`config.mk`:
```
export PLATFORM = sky130hd
export DESIGN_NAME = sg_list_range_extract
export DESIGN_NICKNAME = d
export VERILOG_FILES = /design/src/design/sgre_pkg.sv /design/src/design/sg_list_range_extract.sv
export SDC_FILE = /design/constraint.sdc
export NUM_CORES = 2
export LEC_CHECK = 0
export BUFFER_PORTS_ARGS = -buffer_cell sky130_fd_sc_hd__buf_2
export CORE_MARGIN = 5
export CORE_UTILIZATION = 40
export DETAILED_ROUTE_END_ITERATION = 10
export GPL_TIMING_DRIVEN = 0
export PLACE_DENSITY = 0.72
export SLEW_MARGIN = 20
export SYNTH_ARGS = -nofsm -noshare
export SYNTH_HDL_FRONTEND = slang
export SYNTH_SLANG_ARGS = --single-unit
```
`constraint.sdc`:
```
create_clock -name clk -period 9.3 [get_ports clk]
set_input_delay 0.465 -clock clk [delete_from_list [all_inputs] [get_ports clk]]
set_output_delay 0.465 -clock clk [all_outputs]
set_load 0.03 [all_outputs]
```
`src/design/sgre_pkg.sv`:
```
package sgre_pkg;

  localparam int unsigned BaseW = 64;
  localparam int unsigned LenW  = 32;
  localparam int unsigned CfgW  = 64;
  localparam int unsigned AddrW = 4;
  localparam int unsigned DataW = BaseW + LenW;

  localparam logic REG_OFFSET = 1'b0;
  localparam logic REG_LENGTH = 1'b1;

  localparam logic [1:0] PH_SEEK = 2'd0;
  localparam logic [1:0] PH_IN   = 2'd1;
  localparam logic [1:0] PH_DONE = 2'd2;

endpackage

```
`src/design/sg_list_range_extract.sv`:
```
// Scatter-gather range trimmer: takes one segment descriptor per cycle and
// returns the descriptors that cover [range_offset, range_offset+range_length)
// of the current list, the final one with out_tlast set; a list that ends
// before the range is covered yields one request with out_tuser set and zero
// data. Each request passes through combinational logic (64-bit compares, a
// subtract and an add) between the input and the output register, so a new
// descriptor is taken every cycle and its result shows in the next cycle; in_tready
// drops only while a result sits in the output register and out_tready is low.
// Write the range registers only while no list is in flight.
module sg_list_range_extract
  import sgre_pkg::*;
(
  input  logic             clk,
  input  logic             rst_n,
  input  logic             in_tvalid,
  output logic             in_tready,
  input  logic [DataW-1:0] in_tdata,   // seg_base[63:0], seg_len[95:64]
  input  logic             in_tlast,   // list_end
  output logic             out_tvalid,
  input  logic             out_tready,
  output logic [DataW-1:0] out_tdata,  // out_base[63:0], out_len[95:64]
  output logic             out_tlast,  // is_last
  output logic             out_tuser,  // range_error
  input  logic             cfg_psel,
  input  logic             cfg_penable,
  input  logic             cfg_pwrite,
  input  logic [AddrW-1:0] cfg_paddr,
  input  logic [CfgW-1:0]  cfg_pwdata,
  output logic [CfgW-1:0]  cfg_prdata,
  output logic             cfg_pready
);

  logic [CfgW-1:0]  off_r, off_nxt, rng_len_r, rng_len_nxt;
  logic [CfgW-1:0]  pos_r, pos_nxt, gap_r, gap_nxt, rem_r, rem_nxt;
  logic [1:0]       phase_r, phase_nxt;
  logic             out_valid_r, out_valid_nxt;
  logic [BaseW-1:0] out_base_r, out_base_nxt;
  logic [LenW-1:0]  out_len_r, out_len_nxt;
  logic             out_last_r, out_last_nxt, out_err_r, out_err_nxt;

  logic [BaseW-1:0] seg_base;
  logic [LenW-1:0]  seg_len, avail;
  logic             list_end, in_acc, cfg_wr;
  logic             seek_open, fits, in_cover, emit;
  logic [BaseW-1:0] e_base;
  logic [LenW-1:0]  e_len;
  logic             e_last, e_err;

  assign seg_base = in_tdata[BaseW-1:0];
  assign seg_len  = in_tdata[DataW-1:BaseW];
  assign list_end = in_tlast;

  assign in_tready = !out_valid_r || out_tready;
  assign in_acc    = in_tvalid && in_tready;
  assign cfg_wr    = cfg_psel && cfg_penable && cfg_pwrite && cfg_pready;

  assign seek_open = {{(CfgW-LenW){1'b0}}, seg_len} > gap_r;
  assign avail     = seg_len - gap_r[LenW-1:0];
  assign fits      = rng_len_r <= {{(CfgW-LenW){1'b0}}, avail};
  assign in_cover  = {{(CfgW-LenW){1'b0}}, seg_len} >= rem_r;

  always_comb begin
    pos_nxt   = pos_r;
    gap_nxt   = gap_r;
    rem_nxt   = rem_r;
    phase_nxt = phase_r;
    off_nxt   = off_r;
    rng_len_nxt = rng_len_r;
    emit   = 1'b0;
    e_base = '0;
    e_len  = '0;
    e_last = 1'b0;
    e_err  = 1'b0;
    if (in_acc) begin
      case (phase_r)
        PH_SEEK: begin
          if (seek_open) begin
            emit   = 1'b1;
            e_base = seg_base + gap_r;
            if (fits) begin
              e_len     = rng_len_r[LenW-1:0];
              e_last    = 1'b1;
              phase_nxt = PH_DONE;
            end else if (list_end) begin
              e_base = '0;
              e_err  = 1'b1;
            end else begin
              e_len     = avail;
              rem_nxt   = rng_len_r - {{(CfgW-LenW){1'b0}}, avail};
              phase_nxt = PH_IN;
            end
          end else begin
            pos_nxt = pos_r + {{(CfgW-LenW){1'b0}}, seg_len};
            gap_nxt = gap_r - {{(CfgW-LenW){1'b0}}, seg_len};
            if (list_end) begin
              emit  = 1'b1;
              e_err = 1'b1;
            end
          end
        end
        PH_IN: begin
          emit = 1'b1;
          if (in_cover) begin
            e_base    = seg_base;
            e_len     = rem_r[LenW-1:0];
            e_last    = 1'b1;
            rem_nxt   = '0;
            phase_nxt = PH_DONE;
          end else if (list_end) begin
            e_err = 1'b1;
          end else begin
            e_base  = seg_base;
            e_len   = seg_len;
            rem_nxt = rem_r - {{(CfgW-LenW){1'b0}}, seg_len};
          end
        end
        default: begin
        end
      endcase
      if (list_end) begin
        pos_nxt   = '0;
        gap_nxt   = off_r;
        rem_nxt   = '0;
        phase_nxt = PH_SEEK;
      end
    end
    if (cfg_wr) begin
      if (cfg_paddr[AddrW-1] == REG_OFFSET) begin
        off_nxt = cfg_pwdata;
        gap_nxt = cfg_pwdata - pos_r;
      end else begin
        rng_len_nxt = cfg_pwdata;
      end
    end
  end

  always_comb begin
    out_valid_nxt = out_valid_r;
    out_base_nxt  = out_base_r;
    out_len_nxt   = out_len_r;
    out_last_nxt  = out_last_r;
    out_err_nxt   = out_err_r;
    if (in_acc) begin
      out_valid_nxt = emit;
      if (emit) begin
        out_base_nxt = e_base;
        out_len_nxt  = e_len;
        out_last_nxt = e_last;
        out_err_nxt  = e_err;
      end
    end else if (out_tready) begin
      out_valid_nxt = 1'b0;
    end
  end

  always_ff @(posedge clk) begin
    if (!rst_n) begin
      off_r       <= '0;
      rng_len_r   <= '0;
      pos_r       <= '0;
      gap_r       <= '0;
      rem_r       <= '0;
      phase_r     <= PH_SEEK;
      out_valid_r <= 1'b0;
    end else begin
      off_r       <= off_nxt;
      rng_len_r   <= rng_len_nxt;
      pos_r       <= pos_nxt;
      gap_r       <= gap_nxt;
      rem_r       <= rem_nxt;
      phase_r     <= phase_nxt;
      out_valid_r <= out_valid_nxt;
    end
  end

  always_ff @(posedge clk) begin
    out_base_r <= out_base_nxt;
    out_len_r  <= out_len_nxt;
    out_last_r <= out_last_nxt;
    out_err_r  <= out_err_nxt;
  end

  assign out_tvalid = out_valid_r;
  assign out_tdata  = {out_len_r, out_base_r};
  assign out_tlast  = out_last_r;
  assign out_tuser  = out_err_r;

  assign cfg_prdata = (cfg_paddr[AddrW-1] == REG_LENGTH) ? rng_len_r : off_r;
  assign cfg_pready = 1'b1;

endmodule

```
== After elaboration in Yosys (flattened, before gate mapping) ==
Index checks and enable logic that the tools add are counted.
Word-level totals
  output and inout bits: 165
  bits in registers: 421
  input bits: 172
  word-level logic and storage cells: 88
Operators by class
  add/sub/neg operators: 7
  equality and inequality tests: 5
  bitwise operators: 1
  $lt $le $gt $ge: 3
  reductions and logical operators: 15
  mux-type cells: 46
Operator list (count)
  64-bit two-way mux: 19
  64-bit one-hot mux with 2 select lines: 2
  64-bit by 32-bit subtractor with 64-bit output: 3
  32-bit two-way mux: 5
  64-bit by 32-bit adder with 64-bit output: 1
  64-bit adder: 1
  32-bit by 64-bit >= comparator with 1-bit output: 1
  32-bit by 64-bit > comparator with 1-bit output: 1
  64-bit by 32-bit <= comparator with 1-bit output: 1
  32-bit one-hot mux with 2 select lines: 1
  64-bit subtractor: 1
  32-bit subtractor: 1
  1-bit two-way mux: 11
  3-bit != test (second input constant): 3
  2-bit two-way mux: 4
  4-bit AND reduction: 2
  1-bit one-hot mux with 2 select lines: 3
  2-bit AND reduction: 3
  2-bit one-hot mux with 2 select lines: 1
  2-bit nonzero test: 2
  1-bit logical AND: 3
  3-bit AND reduction: 1
  3-bit nonzero test: 1
  2-bit by 1-bit equality test with 1-bit output (second input constant): 1
  other kinds (5): 5

== Logic depth before layout (Yosys ltp) ==
  depth after elaboration: 7
  depth in mapped cells: 28
  depth with buffers taken out: 27

== Least setup slack after synthesis ==
OpenSTA, ideal clock, no wires.
  path kind: register to register
  start point: reg gap_r[52]
  end point: reg out_base_r[0], enable pin
  arrival: 9489 ps
  period minus slack after synthesis: 10192 ps
  cell stages (with the launch flop): 9
  setup slack: -892 ps
  buffers on the path: 0
  setup time: 703 ps
  required time: 8597 ps
  path through: dfxtp_1 > or4_1 > or4_4 > or3_1 > or3_1 > nor2_1 > and2_2 > nand3_2 > a211oi_1
On the way
  word-level cells in the longest chain between the ends: 5
RTL lines
  from (decl): RTL line sg_list_range_extract.sv:34  | logic [CfgW-1:0] pos_r, pos_nxt, gap_r, gap_nxt, rem_r, rem_nxt;
  from (signal assigned): RTL line sg_list_range_extract.sv:169  | gap_r <= gap_nxt;
  32-bit by 64-bit > comparator with 1-bit output: RTL line sg_list_range_extract.sv:57  | assign seek_open = {{(CfgW-LenW){1'b0}}, seg_len} > gap_r;
  1-bit two-way mux: RTL line sg_list_range_extract.sv:77  | if (seek_open) begin
  1-bit one-hot mux with 2 select lines: RTL line sg_list_range_extract.sv:75  | case (phase_r)
  1-bit two-way mux: RTL line sg_list_range_extract.sv:74  | if (in_acc) begin
  2-bit AND reduction (no source line)
  to (signal assigned): RTL line sg_list_range_extract.sv:177  | out_base_r <= out_base_nxt;
  to (decl): RTL line sg_list_range_extract.sv:37  | logic [BaseW-1:0] out_base_r, out_base_nxt;
No other way between the ends.
A chain may end at the register's enable or synchronous reset.

== Final worst setup path ==
  start point: reg gap_r[5]
  end point: reg out_len_r[7], data pin
On the way
  word-level cells in the longest chain between the ends: 5
  elaborated cells between the ends (all ways): 7
  classes of those cells: add/sub: 1; order compare: 2; mux: 4
RTL lines
  32-bit subtractor: RTL line sg_list_range_extract.sv:58  | assign avail = seg_len - gap_r[LenW-1:0];
  64-bit by 32-bit <= comparator with 1-bit output / 32-bit two-way mux (equally long branches): RTL line sg_list_range_extract.sv:59, sg_list_range_extract.sv:84
  32-bit two-way mux: RTL line sg_list_range_extract.sv:80  | if (fits) begin
  32-bit two-way mux *: RTL line sg_list_range_extract.sv:77
  32-bit one-hot mux with 2 select lines *: RTL line sg_list_range_extract.sv:75
  named net e_len[7]: RTL line sg_list_range_extract.sv:46  | logic [LenW-1:0] e_len;
  to (signal assigned): RTL line sg_list_range_extract.sv:178  | out_len_r <= out_len_nxt;
  to (decl): RTL line sg_list_range_extract.sv:38  | logic [LenW-1:0] out_len_r, out_len_nxt;
Mark *: on every way through the listed nets, which the timed path passes. The rest lies on a longest branch.

==> results.py <==
metrics = {
    "global_routing": {
        "grt_pass1_wl_mm": 226,
        "antenna_found_initial": 11,
        "globalRouteTotalUtil_pct": 31.3,
        "grt_overflow": 0,
        "grt_pass1_vias": 35200,
        "grt_max_degree": 16,
    },
    "route": {
        "routed_wl_mm": 157,
        "via_per_inst": 6.07,
        "first_pass_iters": 7,
        "antenna_left": 0,
        "drc": 0,
        "drtIter0Drc": 4552,
        "num_vias": 38300,
        "wl_per_cell_um": 24.9,
    },
    "logic_synthesis": {
        "postSynth.asyncResetShare_pct": 0,
        "ys_seq_elements": 421,
        "yosysSeqAreaShare_pct": 26.3,
        "synthDistinctLibCells": 91,
        "syn_avg_cell_area_um2": 7.61,
        "synth_edf_count": 98,
        "syn_nets": 5165,
        "synth_area_mm2": 0.0358,
        "yosysWarnings": 0,
        "synth_flop_cell": "dfxtp_1",
        "netlist_instances": 4701,
    },
    "timing": {
        "timing.final.max_slew_violations": 0,
        "finalSetupTns_ps": 0,
        "layout_min_cycle_time_ps": 8430,
        "slew_headroom_pct": 12.8,
        "period_share_pct": 90.6,
        "finalSetupViolations": 0,
        "worst_pin_slew_ps": 1310,
        "rsz0062_at_grt": "no",
        "clock_skew_ps": 32.0,
        "setup_slack_ps": 874,
        "max_freq_ghz": 0.119,
        "hold_violations": 0,
    },
    "clocking": {
        "path_clk_slew_ps": 60,
        "cts_setup_buffers": 0,
        "cts_max_level": 2,
        "cts_buffers": 50,
        "clock_latency_ps": 660,
        "cts_root_buf": "clkbuf_16",
        "cts.hold.buffers_added": 0,
        "clockBufferDepth": 3,
        "cts_tree": "done",
        "cts.repair.resized": 0,
        "clock-sinks": 421,
    },
    "setup_path": {
        "startpoint_type": "flip-flop",
        "slowest_delay_ps": 780,
        "cp_slowest_cell": "clkbuf_1",
        "critPathCaptureType": "flip-flop",
        "path_delay_family": "compound AO/OA/AOI/OAI gates",
        "cp.arrival_ps": 8710,
        "critical_path.most_common_cell": "o21ai_0",
        "path_cells": "ha_1 > clkbuf_1 > nand2_1 > o21ai_0 > nand4_1 > and4b_1 > nor3_1 > a41oi_1 > o21ai_0 > a31oi_1 > xnor2_1 > ha_1 > nand3_1 > nor4_1 > o211ai_1 > nand3_1 > a2111o_1 > buf_6 > a21o_1 > clkbuf_1 > o21ai_0",
        "critPathBufInv": 3,
        "path_max_fanout": 10,
        "critPathKind": "reg -> reg",
        "critPathRequiredTime_ps": 9580,
    },
    "floorplan": {
        "die_h_um": 309,
        "start_util_pct": 40.4,
        "die_w_um": 309,
        "core_mm2": 0.0886,
        "dieArea_mm2": 0.0955,
        "io_pins": 337,
        "rows": 109,
    },
    "run_status": {
        "status": "complete, no violations",
    },
    "placed_design": {
        "io_buffers": 331,
        "dp_hpwl_mm": 130,
        "routabilityCongestion": 1.02,
        "place_ws_ps": 662,
    },
    "run": {
        "cap_violations": 0,
    },
    "pwr": {
        "power.total_uw": 7550,
        "ir_worst_vdd_mv": 0.171,
        "p_leak_uw": 0.0172,
        "power.density_mw_per_mm2": 185,
    },
    "cells_and_area": {
        "layout-drive-gt1-share_pct": 11.0,
        "area_delta_synth_final_pct": 14.2,
        "fin_nets": 5559,
        "finish.utilization_pct": 46.1,
    },
    "min_path": {
        "hold_class": "in -> reg",
    },
}
## registers in the layout, indices dropped and copies added, names as in the netlist
name and flops:
rng_len_r 64, out_base_r 64, out_tuser 1, pos_r 64
rem_r 64, out_len_r 32, out_tlast 1, off_r 64
gap_r 64, phase_r 2, out_tvalid 1
## layer usage
| layer | global-route usage, % | routed length (µm) | up-vias |
|---|---|---|---|
| met5 | 0 | 0 | - |
| met4 | 16.6 | 9500 | 0 |
| met3 | 5.56 | 16700 | 395 |
| met2 | 47.1 | 65600 | 2164 |
| met1 | 42.8 | 65300 | 17900 |
| li1 | - | - | 17900 |
## power breakdown
group          switching [µW]  internal [µW]  total (µW)
clock                     891           1270        2160
combinational            2070           1090        3160
sequential                189           2030        2220
total                    3150           4400        7550
## stage by stage
stage / cells / instance area, µm² / hold WS (ps)
finish: 6311 / 40900 / 92.6
global route: 6309 / 40900 / 82.8
CTS: 6301 / 40800 / 73.3
detailed placement: 6208 / 39000 / 450
global placement: 6197 / 38900 / 443
floorplan: 4701 / 35800 / 426
## area by class of cell
cell class	count	area (µm²)
Tap cell	1165	1460
Inverter	209	785
Antenna cell	10	25.0
Multi-Input combinational cell	3811	24600
Clock buffer	70	1460
Timing Repair Buffer	342	1780
Clock inverter	23	339
Sequential cell	421	9410
Fill cell	8995	47800
Buffer	260	1020
## logic make-up (layout without fill, tap and decap cells)
kind of cell | after synthesis | in the layout | synth area share [%]
and+or+nand+nor | 1549 | 1549 | 20.1
DFF | 421 | 421 | 26.3
muxes | 90 | 90 | 2.75
xor gates and xnor gates | 305 | 305 | 7.47
AOI/OAI and AO/OA | 1574 | 1574 | 28.0
other | 1 | 11 | 0.0105
adders and majority gates | 292 | 292 | 10.4
buffers and inverters | 469 | 904 | 5.04
## path summary, 6_finish.rpt
check | startpoint | endpoint | slack, ps | depth (start not counted)
setup / recovery | gap_r[5] | out_len_r[7] | 870 | 21
hold reg to reg | off_r[9] | off_r[9] | 460 | 2
setup reg to reg | gap_r[5] | out_len_r[7] | 870 | 21
hold / removal | cfg_pwdata[52] | off_r[52] | 90 | 3
## worst reg2reg max path: stages, from the launching register on
cell	delay [ps]
dfxtp_1	420
ha_1	330
clkbuf_1	310
nand2_1	150
o21ai_0	470
nand4_1	200
and4b_1	230
nor3_1	540
a41oi_1	340
o21ai_0	490
a31oi_1	170
xnor2_1	180
ha_1	420
nand3_1	190
nor4_1	650
o211ai_1	380
nand3_1	400
a2111o_1	290
buf_6	200
a21o_1	510
clkbuf_1	780
o21ai_0	440
## cells in the mapped netlist, drive strengths merged (57+ instances only)
library cell    n  area, µm²
o21ai         313       1570
xnor2         187       1640
ha            285       3570
nand2b         57        357
nor2          366       1380
dfxtp         323       6470
a21oi         509       2570
a22oi          80        601
clkbuf        227        852
a21o          178       1340
mux2           65        732
inv           209        785
xor2          118       1030
o21bai         62        465
nor3          124        632
edfxtp         98       2940
nand2         600       2260
nand3          81        410
## cells in the final DEF (no fill, tap or decap), types with 52 or more instances in the layout
cell         n
clkbuf_1   233
a22oi_1     80
a21oi_1    506
mux2_2      65
nand2b_1    57
xor2_1     118
a21o_1     178
nand3_1     80
xnor2_1    187
nor3_1     123
a31oi_1     55
clkbuf_16   52
dfxtp_1    323
edfxtp_1    98
nor2_1     363
o21ai_0    308
inv_1      208
nand2_1    597
ha_1       285
buf_2      356
o21bai_1    62
No activity file was read; power rests on OpenSTA's default activity.
